===== config.mk =====
export PLATFORM = sky130hd
export DESIGN_NAME = sm3_hash_engine
export DESIGN_NICKNAME = d
export VERILOG_FILES = /design/src/hdl/sm3_pkg.sv /design/src/hdl/sm3_round_unit.sv /design/src/hdl/sm3_hash_engine.sv
export VERILOG_INCLUDE_DIRS = /design/src /design/src/hdl
export SDC_FILE = /design/constraint.sdc
export NUM_CORES = 2
export LEC_CHECK = 0
export ABC_AREA = 1
export BUFFER_PORTS_ARGS = -buffer_cell sky130_fd_sc_hd__buf_2
export CORE_UTILIZATION = 40
export CTS_BUF_LIST = sky130_fd_sc_hd__clkbuf_2
export CTS_CLUSTER_DIAMETER = 60
export DETAILED_ROUTE_END_ITERATION = 12
export HOLD_SLACK_MARGIN = 0.03
export PLACE_DENSITY_LB_ADDON = 0.15
export SYNTH_ARGS = -nofsm -noshare
export SYNTH_HDL_FRONTEND = slang
export SYNTH_HIERARCHICAL = 1
export SYNTH_SLANG_ARGS = --single-unit

===== constraint.sdc =====
create_clock -name clock -period 51.6 [get_ports clock]
set_clock_uncertainty 0.1 [all_clocks]
set_input_delay 5.16 -clock clock [delete_from_list [all_inputs] [get_ports clock]]
set_output_delay 5.16 -clock clock [all_outputs]
set_load 0.01 [all_outputs]

===== src/hdl/assert_macros.svh =====
// ----------------------------------------------------------------------------
// Assertion macros
// Shared concurrent assertion forms for the SM3 hash engine.
// ----------------------------------------------------------------------------
`ifndef ASSERT_MACROS_SVH
`define ASSERT_MACROS_SVH

// Same-cycle implication.
`define ASSERT_IMPL(lbl, clk, rst, ante, cons) \
   lbl: assert property (@(posedge clk) disable iff (rst) (ante) |-> (cons)) \
      else $error("assertion failed");

// Next-cycle implication.
`define ASSERT_NEXT(lbl, clk, rst, ante, cons) \
   lbl: assert property (@(posedge clk) disable iff (rst) (ante) |=> (cons)) \
      else $error("assertion failed");

`endif


===== src/hdl/sm3_pkg.sv =====
// ----------------------------------------------------------------------------
// SM3 package
// Constants, types and word functions shared by the SM3 hash engine.
// ----------------------------------------------------------------------------
package sm3_pkg;

   // Standard initial chaining value.
   localparam logic [31:0] IV_RESET [8] = '{
      32'h7380166F, 32'h4914B2B9, 32'h172442D7, 32'hDA8A0600,
      32'hA96F30BC, 32'h163138AA, 32'hE38DEE4D, 32'hB0FB0E4E};

   localparam logic [31:0] T_LOW    = 32'h79CC4519;
   localparam logic [31:0] T_HIGH   = 32'h7A879D8A;
   localparam logic [7:0]  PAD_BYTE = 8'h80;

   // Control word from the sequencer to the round unit.
   typedef struct packed {
      logic       start;
      logic       shift_en;
      logic [7:0] shift_byte;
   } sm3_ctrl_type;

   // Status from the round unit.
   typedef struct packed {
      logic done;
   } sm3_stat_type;

   // Rotate left by a constant amount in 1..31.
   function automatic logic [31:0] rotl(input logic [31:0] x, input int unsigned n);
      return (x << n) | (x >> (32 - n));
   endfunction

   function automatic logic [31:0] perm0(input logic [31:0] x);
      return x ^ rotl(x, 9) ^ rotl(x, 17);
   endfunction

   function automatic logic [31:0] perm1(input logic [31:0] x);
      return x ^ rotl(x, 15) ^ rotl(x, 23);
   endfunction

endpackage


===== src/hdl/sm3_round_unit.sv =====
// ----------------------------------------------------------------------------
// SM3 round unit
// Holds the message window and the round registers; loads bytes into the
// window and runs the 64 compression rounds, one round per cycle.
// ----------------------------------------------------------------------------
module sm3_round_unit (
   input  logic                  clock,
   input  logic                  reset,
   input  sm3_pkg::sm3_ctrl_type ctrl,
   input  logic [31:0]           cv [8],
   output sm3_pkg::sm3_stat_type stat,
   output logic [31:0]           result [8]
);
   import sm3_pkg::*;

   logic [31:0] w_ff [16];
   logic [31:0] w_in [16];
   logic [31:0] r_ff [8];
   logic [31:0] r_in [8];
   logic [31:0] tj_ff, tj_in;
   logic [5:0]  round_ff, round_in;
   logic        busy_ff, busy_in;
   logic        done_ff, done_in;

   logic [31:0] a12, ss1, ss2, ffv, ggv, tt1, tt2, w_new;

   // One round of the compression function.
   always_comb begin
      a12 = rotl(r_ff[0], 12);
      ss1 = rotl(a12 + r_ff[4] + tj_ff, 7);
      ss2 = ss1 ^ a12;
      if (round_ff[5:4] == 2'b00) begin
         ffv = r_ff[0] ^ r_ff[1] ^ r_ff[2];
         ggv = r_ff[4] ^ r_ff[5] ^ r_ff[6];
      end else begin
         ffv = (r_ff[0] & r_ff[1]) | (r_ff[0] & r_ff[2]) | (r_ff[1] & r_ff[2]);
         ggv = (r_ff[4] & r_ff[5]) | (~r_ff[4] & r_ff[6]);
      end
      tt1 = ffv + r_ff[3] + ss2 + (w_ff[0] ^ w_ff[4]);
      tt2 = ggv + r_ff[7] + ss1 + w_ff[0];
      w_new = perm1(w_ff[0] ^ w_ff[7] ^ rotl(w_ff[13], 15)) ^ rotl(w_ff[3], 7) ^ w_ff[10];
   end

   // Next-state selection for window, round registers and counters.
   always_comb begin
      w_in     = w_ff;
      r_in     = r_ff;
      tj_in    = tj_ff;
      round_in = round_ff;
      busy_in  = busy_ff;
      done_in  = 1'b0;
      if (busy_ff) begin
         for (int i = 0; i < 15; i++) begin
            w_in[i] = w_ff[i + 1];
         end
         w_in[15] = w_new;
         r_in[0] = tt1;
         r_in[1] = r_ff[0];
         r_in[2] = rotl(r_ff[1], 9);
         r_in[3] = r_ff[2];
         r_in[4] = perm0(tt2);
         r_in[5] = r_ff[4];
         r_in[6] = rotl(r_ff[5], 19);
         r_in[7] = r_ff[6];
         tj_in    = (round_ff == 6'd15) ? rotl(T_HIGH, 16) : rotl(tj_ff, 1);
         round_in = round_ff + 6'd1;
         if (round_ff == 6'd63) begin
            busy_in = 1'b0;
            done_in = 1'b1;
         end
      end else if (ctrl.start) begin
         r_in     = cv;
         tj_in    = T_LOW;
         round_in = '0;
         busy_in  = 1'b1;
      end else if (ctrl.shift_en) begin
         // The window acts as one 512-bit shift line, first byte on top.
         for (int i = 0; i < 15; i++) begin
            w_in[i] = {w_ff[i][23:0], w_ff[i + 1][31:24]};
         end
         w_in[15] = {w_ff[15][23:0], ctrl.shift_byte};
      end
   end

   always_ff @(posedge clock) begin
      w_ff     <= w_in;
      r_ff     <= r_in;
      tj_ff    <= tj_in;
      round_ff <= round_in;
      if (reset) begin
         busy_ff <= 1'b0;
         done_ff <= 1'b0;
      end else begin
         busy_ff <= busy_in;
         done_ff <= done_in;
      end
   end

   // Feed-forward into the chaining value.
   always_comb begin
      for (int i = 0; i < 8; i++) begin
         result[i] = cv[i] ^ r_ff[i];
      end
   end

   assign stat.done = done_ff;

endmodule


===== src/hdl/sm3_hash_engine.sv =====
// ----------------------------------------------------------------------------
// SM3 hash engine
// Streaming SM3 hash: absorbs message bytes, pads on message end and
// returns the eight digest words.
// ----------------------------------------------------------------------------
// Channel  | Direction | Contents
// req_     | in        | tdata: data_byte, prefix_length; tuser: byte_present;
//          |           | tlast: message_end
// rsp_     | out       | tdata: digest_word, word_index; tlast: final_word
// csr_     | in/out    | APB access to iv_word_0..7 at 4*i
//
// A byte word is taken while the engine is idle; the 64th byte of a block
// starts a compression in the shared round unit (a load step, one round per
// cycle, then a fold of the result into the chaining value).
// An end word adds up to 72 padding bytes, one per cycle, and one or two
// compressions, then presents eight digest words, one per cycle if taken.
// req_tready is low while padding, compressing or returning the digest.
// Reset is synchronous and restores the standard initial value.
// ----------------------------------------------------------------------------
`include "assert_macros.svh"

module sm3_hash_engine (
   input  logic        clock,
   input  logic        reset,
   input  logic        req_tvalid,
   output logic        req_tready,
   input  logic [71:0] req_tdata,   // [7:0] data_byte, [68:8] prefix_length
   input  logic        req_tuser,   // [0] byte_present
   input  logic        req_tlast,
   output logic        rsp_tvalid,
   input  logic        rsp_tready,
   output logic [39:0] rsp_tdata,   // [31:0] digest_word, [34:32] word_index
   output logic        rsp_tlast,
   input  logic        csr_psel,
   input  logic        csr_penable,
   input  logic        csr_pwrite,
   input  logic [4:0]  csr_paddr,
   input  logic [31:0] csr_pwdata,
   output logic [31:0] csr_prdata,
   output logic        csr_pready
);
   import sm3_pkg::*;

   typedef enum logic [1:0] {ST_IDLE, ST_PAD, ST_COMP, ST_OUT} state_type;

   state_type    state_ff, state_in, ret_ff, ret_in;
   logic [31:0]  iv_ff [8];
   logic [31:0]  cv_ff [8];
   logic [31:0]  cv_in [8];
   logic [5:0]   fill_ff, fill_in;
   logic [63:0]  bc_ff, bc_in;
   logic         open_ff, open_in;
   logic         pad_first_ff, pad_first_in;
   logic         len_ok_ff, len_ok_in, len_ok_cur;
   logic [2:0]   idx_ff, idx_in;
   logic         start_ff, start_in;

   logic [63:0]  bc_base, bits;
   logic [5:0]   fill_base;
   logic         req_acc, rsp_acc;
   sm3_ctrl_type ctrl;
   sm3_stat_type stat;
   logic [31:0]  result [8];

   assign req_acc = req_tvalid && req_tready;
   assign rsp_acc = rsp_tvalid && rsp_tready;
   assign bits    = {bc_ff[60:0], 3'b000};

   // Configuration port.
   assign csr_pready = 1'b1;
   assign csr_prdata = iv_ff[csr_paddr[4:2]];

   always_ff @(posedge clock) begin
      if (reset) begin
         iv_ff <= IV_RESET;
      end else if (csr_psel && csr_penable && csr_pwrite) begin
         iv_ff[csr_paddr[4:2]] <= csr_pwdata;
      end
   end

   // Sequencer next state.
   always_comb begin
      state_in     = state_ff;
      ret_in       = ret_ff;
      cv_in        = cv_ff;
      fill_in      = fill_ff;
      bc_in        = bc_ff;
      open_in      = open_ff;
      pad_first_in = pad_first_ff;
      len_ok_in    = len_ok_ff;
      idx_in       = idx_ff;
      start_in     = 1'b0;
      bc_base      = bc_ff;
      fill_base    = fill_ff;
      len_ok_cur   = pad_first_ff ? (fill_ff <= 6'd55) : len_ok_ff;
      ctrl         = '0;
      unique case (state_ff)
         ST_IDLE: begin
            if (req_acc) begin
               if (!open_ff) begin
                  cv_in     = iv_ff;
                  bc_base   = {3'b000, req_tdata[68:8]};
                  fill_base = '0;
               end
               open_in = 1'b1;
               bc_in   = bc_base;
               fill_in = fill_base;
               if (req_tlast) begin
                  pad_first_in = 1'b1;
               end
               if (req_tuser) begin
                  ctrl.shift_en   = 1'b1;
                  ctrl.shift_byte = req_tdata[7:0];
                  fill_in         = fill_base + 6'd1;
                  bc_in           = bc_base + 64'd1;
               end
               if (req_tuser && fill_base == 6'd63) begin
                  state_in = ST_COMP;
                  start_in = 1'b1;
                  ret_in   = req_tlast ? ST_PAD : ST_IDLE;
               end else if (req_tlast) begin
                  state_in = ST_PAD;
               end
            end
         end
         ST_PAD: begin
            ctrl.shift_en = 1'b1;
            if (pad_first_ff) begin
               ctrl.shift_byte = PAD_BYTE;
            end else if (len_ok_ff && fill_ff >= 6'd56) begin
               ctrl.shift_byte = 8'(bits >> {~fill_ff[2:0], 3'b000});
            end
            pad_first_in = 1'b0;
            len_ok_in    = len_ok_cur;
            fill_in      = fill_ff + 6'd1;
            if (fill_ff == 6'd63) begin
               state_in  = ST_COMP;
               start_in  = 1'b1;
               ret_in    = len_ok_cur ? ST_OUT : ST_PAD;
               len_ok_in = 1'b1;
            end
         end
         ST_COMP: begin
            ctrl.start = start_ff;
            if (stat.done) begin
               cv_in    = result;
               state_in = ret_ff;
               idx_in   = '0;
            end
         end
         ST_OUT: begin
            if (rsp_acc) begin
               idx_in = idx_ff + 3'd1;
               if (idx_ff == 3'd7) begin
                  state_in = ST_IDLE;
                  open_in  = 1'b0;
                  fill_in  = '0;
               end
            end
         end
         default: state_in = ST_IDLE;
      endcase
   end

   // Sequencer state and registered outputs.
   always_ff @(posedge clock) begin
      cv_ff  <= cv_in;
      bc_ff  <= bc_in;
      ret_ff <= ret_in;
      if (reset) begin
         state_ff     <= ST_IDLE;
         fill_ff      <= '0;
         open_ff      <= 1'b0;
         pad_first_ff <= 1'b0;
         len_ok_ff    <= 1'b0;
         idx_ff       <= '0;
         start_ff     <= 1'b0;
      end else begin
         state_ff     <= state_in;
         fill_ff      <= fill_in;
         open_ff      <= open_in;
         pad_first_ff <= pad_first_in;
         len_ok_ff    <= len_ok_in;
         idx_ff       <= idx_in;
         start_ff     <= start_in;
      end
   end

   sm3_round_unit u_round (
      .clock  (clock),
      .reset  (reset),
      .ctrl   (ctrl),
      .cv     (cv_ff),
      .stat   (stat),
      .result (result)
   );

   // Output word.
   assign req_tready = (state_ff == ST_IDLE);
   assign rsp_tvalid = (state_ff == ST_OUT);
   assign rsp_tdata  = {5'b00000, idx_ff, cv_ff[idx_ff]};
   assign rsp_tlast  = (idx_ff == 3'd7);

   `ASSERT_IMPL(a_sides_apart, clock, reset, rsp_tvalid, !req_tready)
   `ASSERT_NEXT(a_close_msg, clock, reset, rsp_acc && rsp_tlast, req_tready && !open_ff)
   `ASSERT_NEXT(a_pad_block, clock, reset, state_ff == ST_PAD && fill_ff == 6'd63,
                state_ff == ST_COMP && start_ff)

endmodule

==> results.txt <==
status: finished, final reports clean
count of input and output buffers: 182
P_leak: 37.2 nW
met3 wire len: 29900 um
Die X: 450 um
Final Util: 0.439
worst hold path type: reg2reg
worst reg2reg path depth: 24
Synth top area share: 0.421
startpoint types: input port
crit path cell chain: buf_2 -> inv_1 -> nand3_1 -> inv_1 -> buf_4 -> a221oi_1 -> nand4_1 -> buf_2
fraction of registers with async set/reset: 0
number of global-route vias before repair: 63.3k
Clock Pin Slew Worst Setup and Hold Paths: 90 ps
setup TNS: 0 ps
hold wc startpoint: state_ff[1]
Netlist Area Pre-Place: 80200 um^2
final period utilization: 0.264
Max Used Layer: met5
Worst-Margin Slew: 1440 ps
R2R Setup Slk: 43950 ps
Die Height: 450 um
Netlist cell types: 69
Post-synth EDFFs: 1125
VDD IR-drop max: 0.0000878 V
Setup crit end kind: primary output
RSZ-0062 raised after global routing: false
area of the core: 198000 um^2
H-tree depth: 5
Synth area leaders: edfxtp_1 42%, nand2_1 12%, o21ai_0 7.5%
largest net degree at the start of global routing: 257
area leader, netlist: edfxtp_1
Critical Path RT: 46340 ps
post-cts hold buffer count: 0
worst flop-to-flop path startpoint: u_round/r_ff[115]
register area share after synthesis: 0.490
Critical Path Fanout Max: 17
FMAX: 73.3 MHz
Crit Path Category: in2out
post-DP HPWL: 230000 um
Final Hold Vio Count: 0
I/O Pins: 194
post-synthesis cell count: 9254
M1 WL: 136000 um
top_reg_cell synth: edfxtp_1
FP Rows: 163
clk_lat worst skew: 1790 ps
CTS Sinks: 1398
Avg Cell Area, Syn: 8.66 um^2
endpoints failing setup: 0
Detailed Route WL: 315000 um
Antenna Nets Post-Route: 0
CTS tree: done
maximum clock insertion buffer count: 4
synthesized flop and latch total: 1398
Arrival @ worst endpoint: 8380 ps
global-route wire length before repair: 445000 um
Congestion Overflow GR: 0
antenna violations before repair: 27
PD cells: 77.1 nW/um^2
fin crit period: 13640 ps
Hold Crit Depth: 1
total number of yosys warnings: 6
Syn-to-layout area delta: 8.66%
commonest non-fill, non-tap cells in the layout: 2605 x nand2_1, 1207 x o21ai_0, 1125 x edfxtp_1
cts repair resizes: 0
reg2reg end: u_round/r_ff[255]
Max-Cap Viols: 0
Worst slew margin: 0.0393
wire length on met2: 136000 um
die area: 202000 um^2
postcts setup bufs: 0
Inserted Clock Buffers: 407
share of post-route cells with drive strength above 1: 0.113
DR iter-0 viols: 8043
drt drc: 0
Avg Vias per Cell: 5.45
Avg WL per Cell: 25.3 um
Slew Viols, Final: 0
first-pass detailed-route iteration total: 6
Critical-path top delay cell: a221oi_1
Initial Util: 0.404
Total GRT Usage: 0.302
# nets final: 9916
most common cell after layout, fill and taps aside: nand2_1
Hold Path End: start_ff
GP Congestion: 0.950
Clock Tree Root: clkbuf_2
CP max stage delay: 1120 ps
via count: 68.0k
## worst max-delay path by stage
stage | depth (start not counted) | end | from | slack, ps
final | 8 | csr_prdata[0] | csr_paddr[2] | 37960
after global placement | 8 | csr_prdata[0] | csr_paddr[2] | 38170
after floorplan | 3 | cv_ff[0] | req_tvalid | 29520
after global routing | 8 | csr_prdata[0] | csr_paddr[2] | 37890
after CTS | 8 | csr_prdata[0] | csr_paddr[2] | 38150
after detailed placement | 8 | csr_prdata[0] | csr_paddr[2] | 38150
## routing by layer
metal | vias up | GRT usage
met5 | - | 0
met4 | 4 | 0.123
met3 | 511 | 0.0638
met2 | 3305 | 0.451
met1 | 33000 | 0.426
li1 | 31200 | -
## where the power goes
part | internal [W] | switching, W | total, W | leakage [nW]
combinational | 0.00113 | 0.00263 | 0.00377 | 21.6
sequential | 0.00182 | 0.000284 | 0.00211 | 12.7
clock | 0.000337 | 0.000511 | 0.000848 | 2.86
total | 0.00329 | 0.00343 | 0.00672 | 37.2
## layout make-up
type | instances | area, um^2
Antenna cell | 18 | 45.0
Clock buffer | 647 | 3240
Clock inverter | 68 | 330
Fill cell | 20100 | 111000
Inverter | 973 | 3680
Multi-Input combinational cell | 6449 | 35500
Sequential cell | 1398 | 39300
Tap cell | 2640 | 3300
Timing Repair Buffer | 282 | 1740
## synth_stat cells, types with 3 or more instances
master,number
a211oi_1,5
a21boi_0,5
a21o_1,5
a21oi_1,284
a221oi_1,33
a22oi_1,23
a31oi_1,45
buf_1,21
buf_2,71
buf_4,13
buf_6,7
clkbuf_1,322
clkinv_1,8
dfxtp_1,273
edfxtp_1,1125
fa_1,188
ha_1,99
inv_1,952
inv_2,11
mux2i_1,21
nand2_1,2607
nand2_2,31
nand3_1,283
nand3_2,12
nand3b_1,25
nand4_1,53
nor2_1,596
nor2_2,27
nor2_4,7
nor3_1,34
nor3_2,7
o2111ai_1,11
o211ai_1,40
o21a_1,5
o21ai_0,1207
o21ai_1,25
o21ai_2,7
o21bai_1,14
o221ai_1,6
o22ai_1,67
o31ai_1,4
or2_2,18
xnor2_1,101
xor2_1,523
xor2_2,3
## state kept, by name, summed over array words and instances (netlist names), 2 cells and up
register	cells
cv_ff	256
u_round/w_ff	512
u_round/round_ff	6
iv_ff	256
bc_ff	61
u_round/tj_ff	32
fill_ff	6
ret_ff	2
u_round/r_ff	256
idx_ff	3
state_ff	2
## worst max-delay path: cells and delay by family
family | cells | cell delay (ps)
AOI/OAI and AO/OA | 1 | 1120
and+or+nand+nor | 2 | 870
buffers and inverters | 5 | 1200
## through the flow
| step | hold slack (ps) | area (um^2) | worst slack [ps] | std cells | power (W) |
|---|---|---|---|---|---|
| global placement | 361 | 83500 | 38170 | 11700 | 0.00578 |
| CTS | 266 | 87100 | 38150 | 12500 | 0.00669 |
| global route | 294 | 87100 | 37890 | 12500 | 0.00722 |
| detailed placement | 364 | 83500 | 38150 | 11700 | 0.00581 |
| floorplan | 339 | 80200 | 29520 | 9258 | 0.00475 |
| finish | 295 | 87100 | 37960 | 12500 | 0.00672 |
## cell families (layout without fill, tap and decap cells)
group	after synthesis	count (layout)	share of synthesized area
and+or+nand+nor	3710	3710	0.186
AOI/OAI and AO/OA	1794	1794	0.120
buffers and inverters	1411	1970	0.0688
DFF	1398	1398	0.490
xor gates and xnor gates	631	631	0.0698
adders and majority gates	287	287	0.0624
muxes	21	21	0.00262
other	2	24	0.0000937
(Power assumes the default switching activity.)
